--- src/design/lcc_pkg.sv ---
// lcc_pkg: shared types, constants and the filter arithmetic for the load
// continuity check. No dependencies; imported by load_continuity_check_core.
`timescale 1ns / 1ps

package lcc_pkg;

    // parameter defaults
    localparam int CURRENT_BITS_DEF = 16;
    localparam int TIMER_BITS_DEF   = 16;

    // field widths
    localparam int CUR_W   = 15;
    localparam int REF_W   = 16;
    localparam int ANGLE_W = 16;
    localparam int COEF_W  = 16;
    localparam int TICK_W  = 16;
    localparam int FILT_W  = 24;
    localparam int PHASE_W = 3;

    // configuration port
    localparam int CFG_ADDR_W = 3;
    localparam int CFG_DATA_W = 16;

    // stream widths
    localparam int IN_DATA_W  = 96;
    localparam int OUT_DATA_W = 56;

    // register indexes
    typedef enum logic [CFG_ADDR_W-1:0] {
        REG_CHECK_CURRENT  = 3'd0,
        REG_MIN_CURRENT    = 3'd1,
        REG_FIRST_WINDOW   = 3'd2,
        REG_SECOND_WINDOW  = 3'd3,
        REG_COEF_NEW       = 3'd4,
        REG_COEF_OLD       = 3'd5
    } cfg_reg_t;

    // phase codes reported on the output
    localparam logic [PHASE_W-1:0] PH_IDLE   = 3'd0;
    localparam logic [PHASE_W-1:0] PH_SETUP  = 3'd1;
    localparam logic [PHASE_W-1:0] PH_WIN1   = 3'd2;
    localparam logic [PHASE_W-1:0] PH_ROTATE = 3'd3;
    localparam logic [PHASE_W-1:0] PH_WIN2   = 3'd4;

    // check sequencer state
    typedef enum logic [4:0] {
        ST_IDLE   = 5'b00001,
        ST_SETUP  = 5'b00010,
        ST_WIN1   = 5'b00100,
        ST_ROTATE = 5'b01000,
        ST_WIN2   = 5'b10000
    } check_state_t;

    // one low-pass step: ((cur * cn) >> 8) + ((filt * co) >> 16), saturated
    function automatic logic [FILT_W-1:0] filter_step(
        input logic [FILT_W-1:0] filt,
        input logic [CUR_W-1:0]  cur,
        input logic [COEF_W-1:0] cn,
        input logic [COEF_W-1:0] co
    );
        logic [CUR_W+COEF_W-1:0]  prod_new;
        logic [FILT_W+COEF_W-1:0] prod_old;
        logic [FILT_W:0]          sum;
        prod_new = (CUR_W+COEF_W)'(cur) * (CUR_W+COEF_W)'(cn);
        prod_old = (FILT_W+COEF_W)'(filt) * (FILT_W+COEF_W)'(co);
        sum = (FILT_W+1)'(prod_new[CUR_W+COEF_W-1:8])
            + (FILT_W+1)'(prod_old[FILT_W+COEF_W-1:16]);
        filter_step = sum[FILT_W] ? {FILT_W{1'b1}} : sum[FILT_W-1:0];
    endfunction

endpackage

--- src/design/load_continuity_check_core.sv ---
// Load continuity check: one request per PWM tick, one result per request.
// Latency: the result is registered and valid in the cycle after its request is accepted.
// Throughput: one request per cycle; a request is taken while the result
// register is empty or its result is being taken in the same cycle.
// Reset: sequencer to idle, filters, timer, held references, flags and all
// configuration registers to zero; no result pending.
`timescale 1ns / 1ps

module load_continuity_check_core
    import lcc_pkg::*;
#(
    parameter int CURRENT_BITS = CURRENT_BITS_DEF,
    parameter int TIMER_BITS   = TIMER_BITS_DEF
)
(
    input  logic                  clk,
    input  logic                  rst_n,
    // configuration write port
    input  logic                  cfg_wr_en,
    input  logic [CFG_ADDR_W-1:0] cfg_addr,
    input  logic [CFG_DATA_W-1:0] cfg_wdata,
    // request stream
    input  logic                  s_tvalid,
    output logic                  s_tready,
    // cur_u[14:0] cur_v[29:15] cur_w[44:30] id_ref_in[60:45]
    // iq_ref_in[76:61] angle_in[92:77], zero fill above
    input  logic [IN_DATA_W-1:0]  s_tdata,
    // start_req[0]
    input  logic                  s_tuser,
    // result stream
    output logic                  m_tvalid,
    input  logic                  m_tready,
    // id_ref_out[15:0] iq_ref_out[31:16] angle_out[47:32] fault[48]
    // force_speed[49] phase[52:50], zero fill above
    output logic [OUT_DATA_W-1:0] m_tdata
);

    // configuration registers
    logic [CUR_W-1:0]  check_current_reg;
    logic [CUR_W-1:0]  min_current_reg;
    logic [TICK_W-1:0] first_window_reg;
    logic [TICK_W-1:0] second_window_reg;
    logic [COEF_W-1:0] coef_new_reg;
    logic [COEF_W-1:0] coef_old_reg;

    // check state
    check_state_t            state_reg, state_next;
    logic [TIMER_BITS-1:0]   timer_reg, timer_next;
    logic [FILT_W-1:0]       filt_reg [3];
    logic [FILT_W-1:0]       filt_next [3];
    logic [CURRENT_BITS-1:0] id_held_reg, id_held_next;
    logic [CURRENT_BITS-1:0] iq_held_reg, iq_held_next;
    logic [ANGLE_W-1:0]      angle_held_reg, angle_held_next;
    logic                    fault_reg, fault_next;
    logic                    force_reg, force_next;
    logic                    out_valid_reg;

    // request fields
    logic                    start_req;
    logic [CUR_W-1:0]        cur_in [3];
    logic [REF_W-1:0]        id_ref_in;
    logic [REF_W-1:0]        iq_ref_in;
    logic [ANGLE_W-1:0]      angle_in;

    logic                    in_accept;
    logic                    min_low;
    logic [FILT_W-1:0]       filt_min;
    logic [FILT_W-1:0]       filt_step [3];
    logic [FILT_W-1:0]       filt_preload;
    logic [PHASE_W-1:0]      phase_code;

    // unpack the request
    assign start_req = s_tuser;
    assign cur_in[0] = s_tdata[14:0];
    assign cur_in[1] = s_tdata[29:15];
    assign cur_in[2] = s_tdata[44:30];
    assign id_ref_in = s_tdata[60:45];
    assign iq_ref_in = s_tdata[76:61];
    assign angle_in  = s_tdata[92:77];

    // result register parts the two sides
    assign s_tready  = !out_valid_reg || m_tready;
    assign in_accept = s_tvalid && s_tready;
    assign m_tvalid  = out_valid_reg;

    // configuration writes
    always_ff @(posedge clk or negedge rst_n)
    begin
        if (!rst_n)
        begin
            check_current_reg <= '0;
            min_current_reg   <= '0;
            first_window_reg  <= '0;
            second_window_reg <= '0;
            coef_new_reg      <= '0;
            coef_old_reg      <= '0;
        end
        else if (cfg_wr_en)
        begin
            case (cfg_addr)
                REG_CHECK_CURRENT: check_current_reg <= cfg_wdata[CUR_W-1:0];
                REG_MIN_CURRENT:   min_current_reg   <= cfg_wdata[CUR_W-1:0];
                REG_FIRST_WINDOW:  first_window_reg  <= cfg_wdata;
                REG_SECOND_WINDOW: second_window_reg <= cfg_wdata;
                REG_COEF_NEW:      coef_new_reg      <= cfg_wdata;
                REG_COEF_OLD:      coef_old_reg      <= cfg_wdata;
                default:           ;
            endcase
        end
    end

    // per-phase filter lanes
    always_comb
    begin
        for (int i = 0; i < 3; i++)
        begin
            filt_step[i] = filter_step(filt_reg[i], cur_in[i], coef_new_reg, coef_old_reg);
        end
    end

    // smallest filtered current against threshold (strictly less is low)
    always_comb
    begin
        filt_min = filt_reg[0];
        if (filt_reg[1] < filt_min)
        begin
            filt_min = filt_reg[1];
        end
        if (filt_reg[2] < filt_min)
        begin
            filt_min = filt_reg[2];
        end
    end
    assign min_low = filt_min < {1'b0, min_current_reg, 8'd0};

    // check_current / 2 in Q16.8
    assign filt_preload = {2'b00, check_current_reg, 7'd0};

    // sequencer next state
    always_comb
    begin
        state_next      = state_reg;
        timer_next      = timer_reg;
        filt_next       = filt_reg;
        id_held_next    = id_held_reg;
        iq_held_next    = iq_held_reg;
        angle_held_next = angle_held_reg;
        fault_next      = fault_reg;
        force_next      = force_reg;
        if (start_req)
        begin
            case (state_reg)
                ST_SETUP:
                begin
                    fault_next   = 1'b0;
                    iq_held_next = '0;
                    id_held_next = CURRENT_BITS'(check_current_reg);
                    timer_next   = TIMER_BITS'(first_window_reg);
                    for (int i = 0; i < 3; i++)
                    begin
                        filt_next[i] = filt_preload;
                    end
                    state_next   = ST_WIN1;
                end
                ST_WIN1, ST_WIN2:
                begin
                    if (timer_reg != '0)
                    begin
                        timer_next = timer_reg - TIMER_BITS'(1);
                        filt_next  = filt_step;
                    end
                    else if (min_low)
                    begin
                        if (state_reg == ST_WIN2)
                        begin
                            fault_next = 1'b1;
                        end
                        else
                        begin
                            state_next = ST_ROTATE;
                        end
                    end
                end
                ST_ROTATE:
                begin
                    id_held_next = CURRENT_BITS'(check_current_reg);
                    iq_held_next = CURRENT_BITS'(check_current_reg);
                    timer_next   = TIMER_BITS'(second_window_reg);
                    state_next   = ST_WIN2;
                end
                default:
                begin
                    state_next = ST_SETUP;
                end
            endcase
        end
        else
        begin
            force_next      = (state_reg != ST_IDLE);
            timer_next      = TIMER_BITS'(first_window_reg);
            state_next      = ST_IDLE;
            id_held_next    = CURRENT_BITS'(id_ref_in);
            iq_held_next    = CURRENT_BITS'(iq_ref_in);
            angle_held_next = angle_in;
            fault_next      = 1'b0;
        end
    end

    // state registers double as the result payload
    always_ff @(posedge clk or negedge rst_n)
    begin
        if (!rst_n)
        begin
            state_reg      <= ST_IDLE;
            timer_reg      <= '0;
            filt_reg       <= '{default: '0};
            id_held_reg    <= '0;
            iq_held_reg    <= '0;
            angle_held_reg <= '0;
            fault_reg      <= 1'b0;
            force_reg      <= 1'b0;
        end
        else if (in_accept)
        begin
            state_reg      <= state_next;
            timer_reg      <= timer_next;
            filt_reg       <= filt_next;
            id_held_reg    <= id_held_next;
            iq_held_reg    <= iq_held_next;
            angle_held_reg <= angle_held_next;
            fault_reg      <= fault_next;
            force_reg      <= force_next;
        end
    end

    // result valid flag
    always_ff @(posedge clk or negedge rst_n)
    begin
        if (!rst_n)
        begin
            out_valid_reg <= 1'b0;
        end
        else if (in_accept)
        begin
            out_valid_reg <= 1'b1;
        end
        else if (m_tready)
        begin
            out_valid_reg <= 1'b0;
        end
    end

    // phase code for the result
    always_comb
    begin
        case (state_reg)
            ST_IDLE:   phase_code = PH_IDLE;
            ST_SETUP:  phase_code = PH_SETUP;
            ST_WIN1:   phase_code = PH_WIN1;
            ST_ROTATE: phase_code = PH_ROTATE;
            ST_WIN2:   phase_code = PH_WIN2;
            default:   phase_code = PH_IDLE;
        endcase
    end

    // pack the result
    assign m_tdata = {3'b000, phase_code, force_reg, fault_reg, angle_held_reg,
                      REF_W'(iq_held_reg), REF_W'(id_held_reg)};

    // fault only lives in the second window
    assert property (@(posedge clk) disable iff (!rst_n)
        fault_reg |-> (state_reg == ST_WIN2))
        else $error("fault set outside second window");

    // dropping start always returns to idle and clears the fault
    assert property (@(posedge clk) disable iff (!rst_n)
        (in_accept && !start_req) |=> (state_reg == ST_IDLE) && !fault_reg)
        else $error("start low did not return to idle");

    // force_speed reports whether a check was running
    assert property (@(posedge clk) disable iff (!rst_n)
        (in_accept && !start_req) |=> (force_reg == ($past(state_reg) != ST_IDLE)))
        else $error("force_speed mismatch");

    // running window counts down by one per accepted tick
    assert property (@(posedge clk) disable iff (!rst_n)
        (in_accept && start_req && (state_reg == ST_WIN1 || state_reg == ST_WIN2)
         && timer_reg != '0)
        |=> (timer_reg == $past(timer_reg) - TIMER_BITS'(1)))
        else $error("window timer did not count down");

    // state only moves on an accepted request
    assert property (@(posedge clk) disable iff (!rst_n)
        !in_accept |=> $stable(state_reg) && $stable(timer_reg))
        else $error("state changed without a request");

endmodule

--- config.mk ---
export PLATFORM = sky130hd
export DESIGN_NAME = load_continuity_check_core
export DESIGN_NICKNAME = d
export VERILOG_FILES = /design/src/design/lcc_pkg.sv /design/src/design/load_continuity_check_core.sv
export SDC_FILE = /design/constraint.sdc
export NUM_CORES = 2
export LEC_CHECK = 0
export ABC_AREA = 1
export BUFFER_PORTS_ARGS = -buffer_cell sky130_fd_sc_hd__clkbuf_2
export CORE_MARGIN = 1
export CORE_UTILIZATION = 55
export DETAILED_ROUTE_END_ITERATION = 8
export PLACE_DENSITY = 0.71
export RECOVER_POWER = 100
export SLEW_MARGIN = 40
export SYNTH_ARGS = -nofsm -noshare
export SYNTH_HDL_FRONTEND = slang
export SYNTH_SLANG_ARGS = --single-unit
export TNS_END_PERCENT = 20
--- constraint.sdc ---
create_clock -name clk -period 13.2 [get_ports clk]
set_input_delay 1.98 -clock clk [delete_from_list [all_inputs] [get_ports clk]]
set_output_delay 1.98 -clock clk [all_outputs]
set_load 0.01 [all_outputs]
==> results.cfg <==
[outcome]
status = finished with violations
violations = capacitance limit, slew limit

[detailed_routing]
routed_wl_um = 201400
ant_nets = 0
vias_per_cell = 5.391
vias = 60190
wl_met3_um = 17290
top_layer = met5
wl_per_cell_um = 18.04
dr.pass1.iters = 6
met2_length_um = 94770
drtIter0Drc = 4770
wl_met1_um = 80900
drc_errors = 0

[timing]
fin_setup_tns_ns = 0
worst-slew-pin-transition_ns = 3.894
final-max-slew-violation-count = 287
timing.fmax_mhz = 89.32
fin_skew_ns = 0.01560
hold_viol_final = 0
grt_setup_unrepaired = false
setup_viol = 0
timing.hold.ws_ns = 0.4699
period_share_pct = 84.82
period_needed_ns = 11.20
slew_headroom_pct = -159.6

[critical_path]
cp_top_family = adder cells
crit_path_end_kind = flip-flop
reg2reg_depth = 36
path_buf_inv = 9
path_class = reg2reg
r2r_setup_slack_ns = 2.00
start_kind = flip-flop
max_stage_delay_ns = 1.80
worstPathRequired_ns = 13.69
cpMaxStageDelayCell = clkbuf_1
cp_max_fo = 39
path_common_cell = inv_1
crit_arrival_ns = 11.69
critical_path_cell_count = 36

[die]
initial_utilization_pct = 55.55
dieArea_um2 = 136400
io_pins = 179
core_area_um2 = 133600
rows = 134
die_y_um = 369.4
die_w_um = 369.4

[final_layout]
area_growth_pct = 3.847
largest_reg_flops = 72
nNetsFinal = 11680
drive_above_1_share_pct = 3.662

[yosys]
async_flop_share_pct = 100.0
yosysWarnings = 0
synth-main-ff-cell = dfrtp_1
avgSynthCellArea_um2 = 7.754
yosysMostFrequentCell = nand2_1
synthTopCellsByCount = nand2_1, inv_1, fa_1
netlist_area_um2 = 74220
synth_edf_count = 0
synth_cells = 9572
yosysTopAreaCell = fa_1
synth.area.top_cells = fa_1, nand2_1, inv_1
ys_seq_area_share_pct = 8.026
synth_top_area_share_pct = 39.24
ys_seq_elements = 238
synth.distinct_cells = 67

[flow_run]
maxCapViolations = 6

[global_route]
grt_pass1_wl_um = 331500
grt_pass1_vias = 63170
grtUsageTotal_pct = 30.61
grt_max_degree = 78
grt_overflow = 0
antenna_found_initial = 3

[clock_tree]
cts_sinks = 238
post_cts_buffers = 0
ctsResizeCount = 0
cts.path.max_buffers = 3
cts-root-buf = clkbuf_16
cts_tree = built
clk_latency_ns = 0.61
h-tree-depth = 1
numCtsBuffers = 28
clk_pin_slew_ns = 0.06
hold_buffers = 0

[min_path]
holdPathStages = 2
holdCritPathClass = reg2reg

[placed_design]
port_buffers = 172
gp_congestion = 0.9904
dp_hpwl_um = 156500
## stage by stage
stage | setup slack [ns] | utilization [%] | std cells | instance area, um2
global route | 1.477 | 57.68 | 11160 | 77070
finish | 2.004 | 57.68 | 11170 | 77080
detailed placement | 2.993 | 57.06 | 11110 | 76240
floorplan | 4.038 | - | 9574 | 74230
global placement | 3.099 | 56.96 | 11110 | 76120
CTS | 3.621 | 57.83 | 11160 | 77280
## tightest hold or removal path, cell delays in order (launching register included)
cell and delay (ns):
dfrtp_1 0.34, nand2_1 0.05, nand2_1 0.05
## cell families after synthesis
kind of cell	after synthesis	synth area share (%)
adder cells (fa/ha/maj)	2188	51.60
AO/OA/AOI/OAI	782	5.998
buffers and inverters	3053	15.56
AND/OR/NAND/NOR	3089	16.19
other	1	0.005052
XOR/XNOR	221	2.618
flip-flops	238	8.026
## final timing paths
kind	start	to
worst min register to register	angle_held_reg[0]$_DFFE_PN0P_	angle_held_reg[0]$_DFFE_PN0P_
min in group asynchronous	rst_n	min_current_reg[0]$_DFFE_PN0P_
worst min-delay path	angle_held_reg[0]$_DFFE_PN0P_	angle_held_reg[0]$_DFFE_PN0P_
worst max-delay path	coef_old_reg[5]$_DFFE_PN0P_	filt_reg[22]$_DFFE_PN0P_
worst max register to register	coef_old_reg[5]$_DFFE_PN0P_	filt_reg[22]$_DFFE_PN0P_
max in group asynchronous	rst_n	filt_reg[26]$_DFFE_PN0P_
## layer usage
metal	global-route usage [%]	up-vias
li1	-	27290
met1	41.18	30070
met2	50.68	2400
met3	4.306	425
met4	10.54	6
met5	0	-
## final cells by class
| type | instances | area [um2] |
|---|---|---|
| Tap cell | 1768 | 2212 |
| Inverter | 2541 | 9539 |
| Timing Repair Buffer | 281 | 1585 |
| Clock inverter | 17 | 259.0 |
| Multi-Input combinational cell | 6283 | 56700 |
| Sequential cell | 238 | 5998 |
| Antenna cell | 2 | 5.005 |
| Clock buffer | 35 | 777.0 |
| Fill cell | 12160 | 56550 |
## placed cells by master (no fill, tap or decap), drive strengths merged, types with 24 or more instances in the layout
cell,synthesis,routed
clkbuf,417,218
nor3,29,29
xnor2,89,89
o21ai,281,281
xor2,132,132
nor2,201,201
fa,1455,1455
ha,733,733
a21o,24,24
dfrtp,237,237
a31oi,36,36
nand2,2680,2680
a21oi,344,344
buf,95,98
nand3,115,115
nand4,29,29
inv,2538,2539
Power is left out: the tool's default activity adds up to more than one toggle a clock period on the data nets, which glitch-free logic cannot reach.
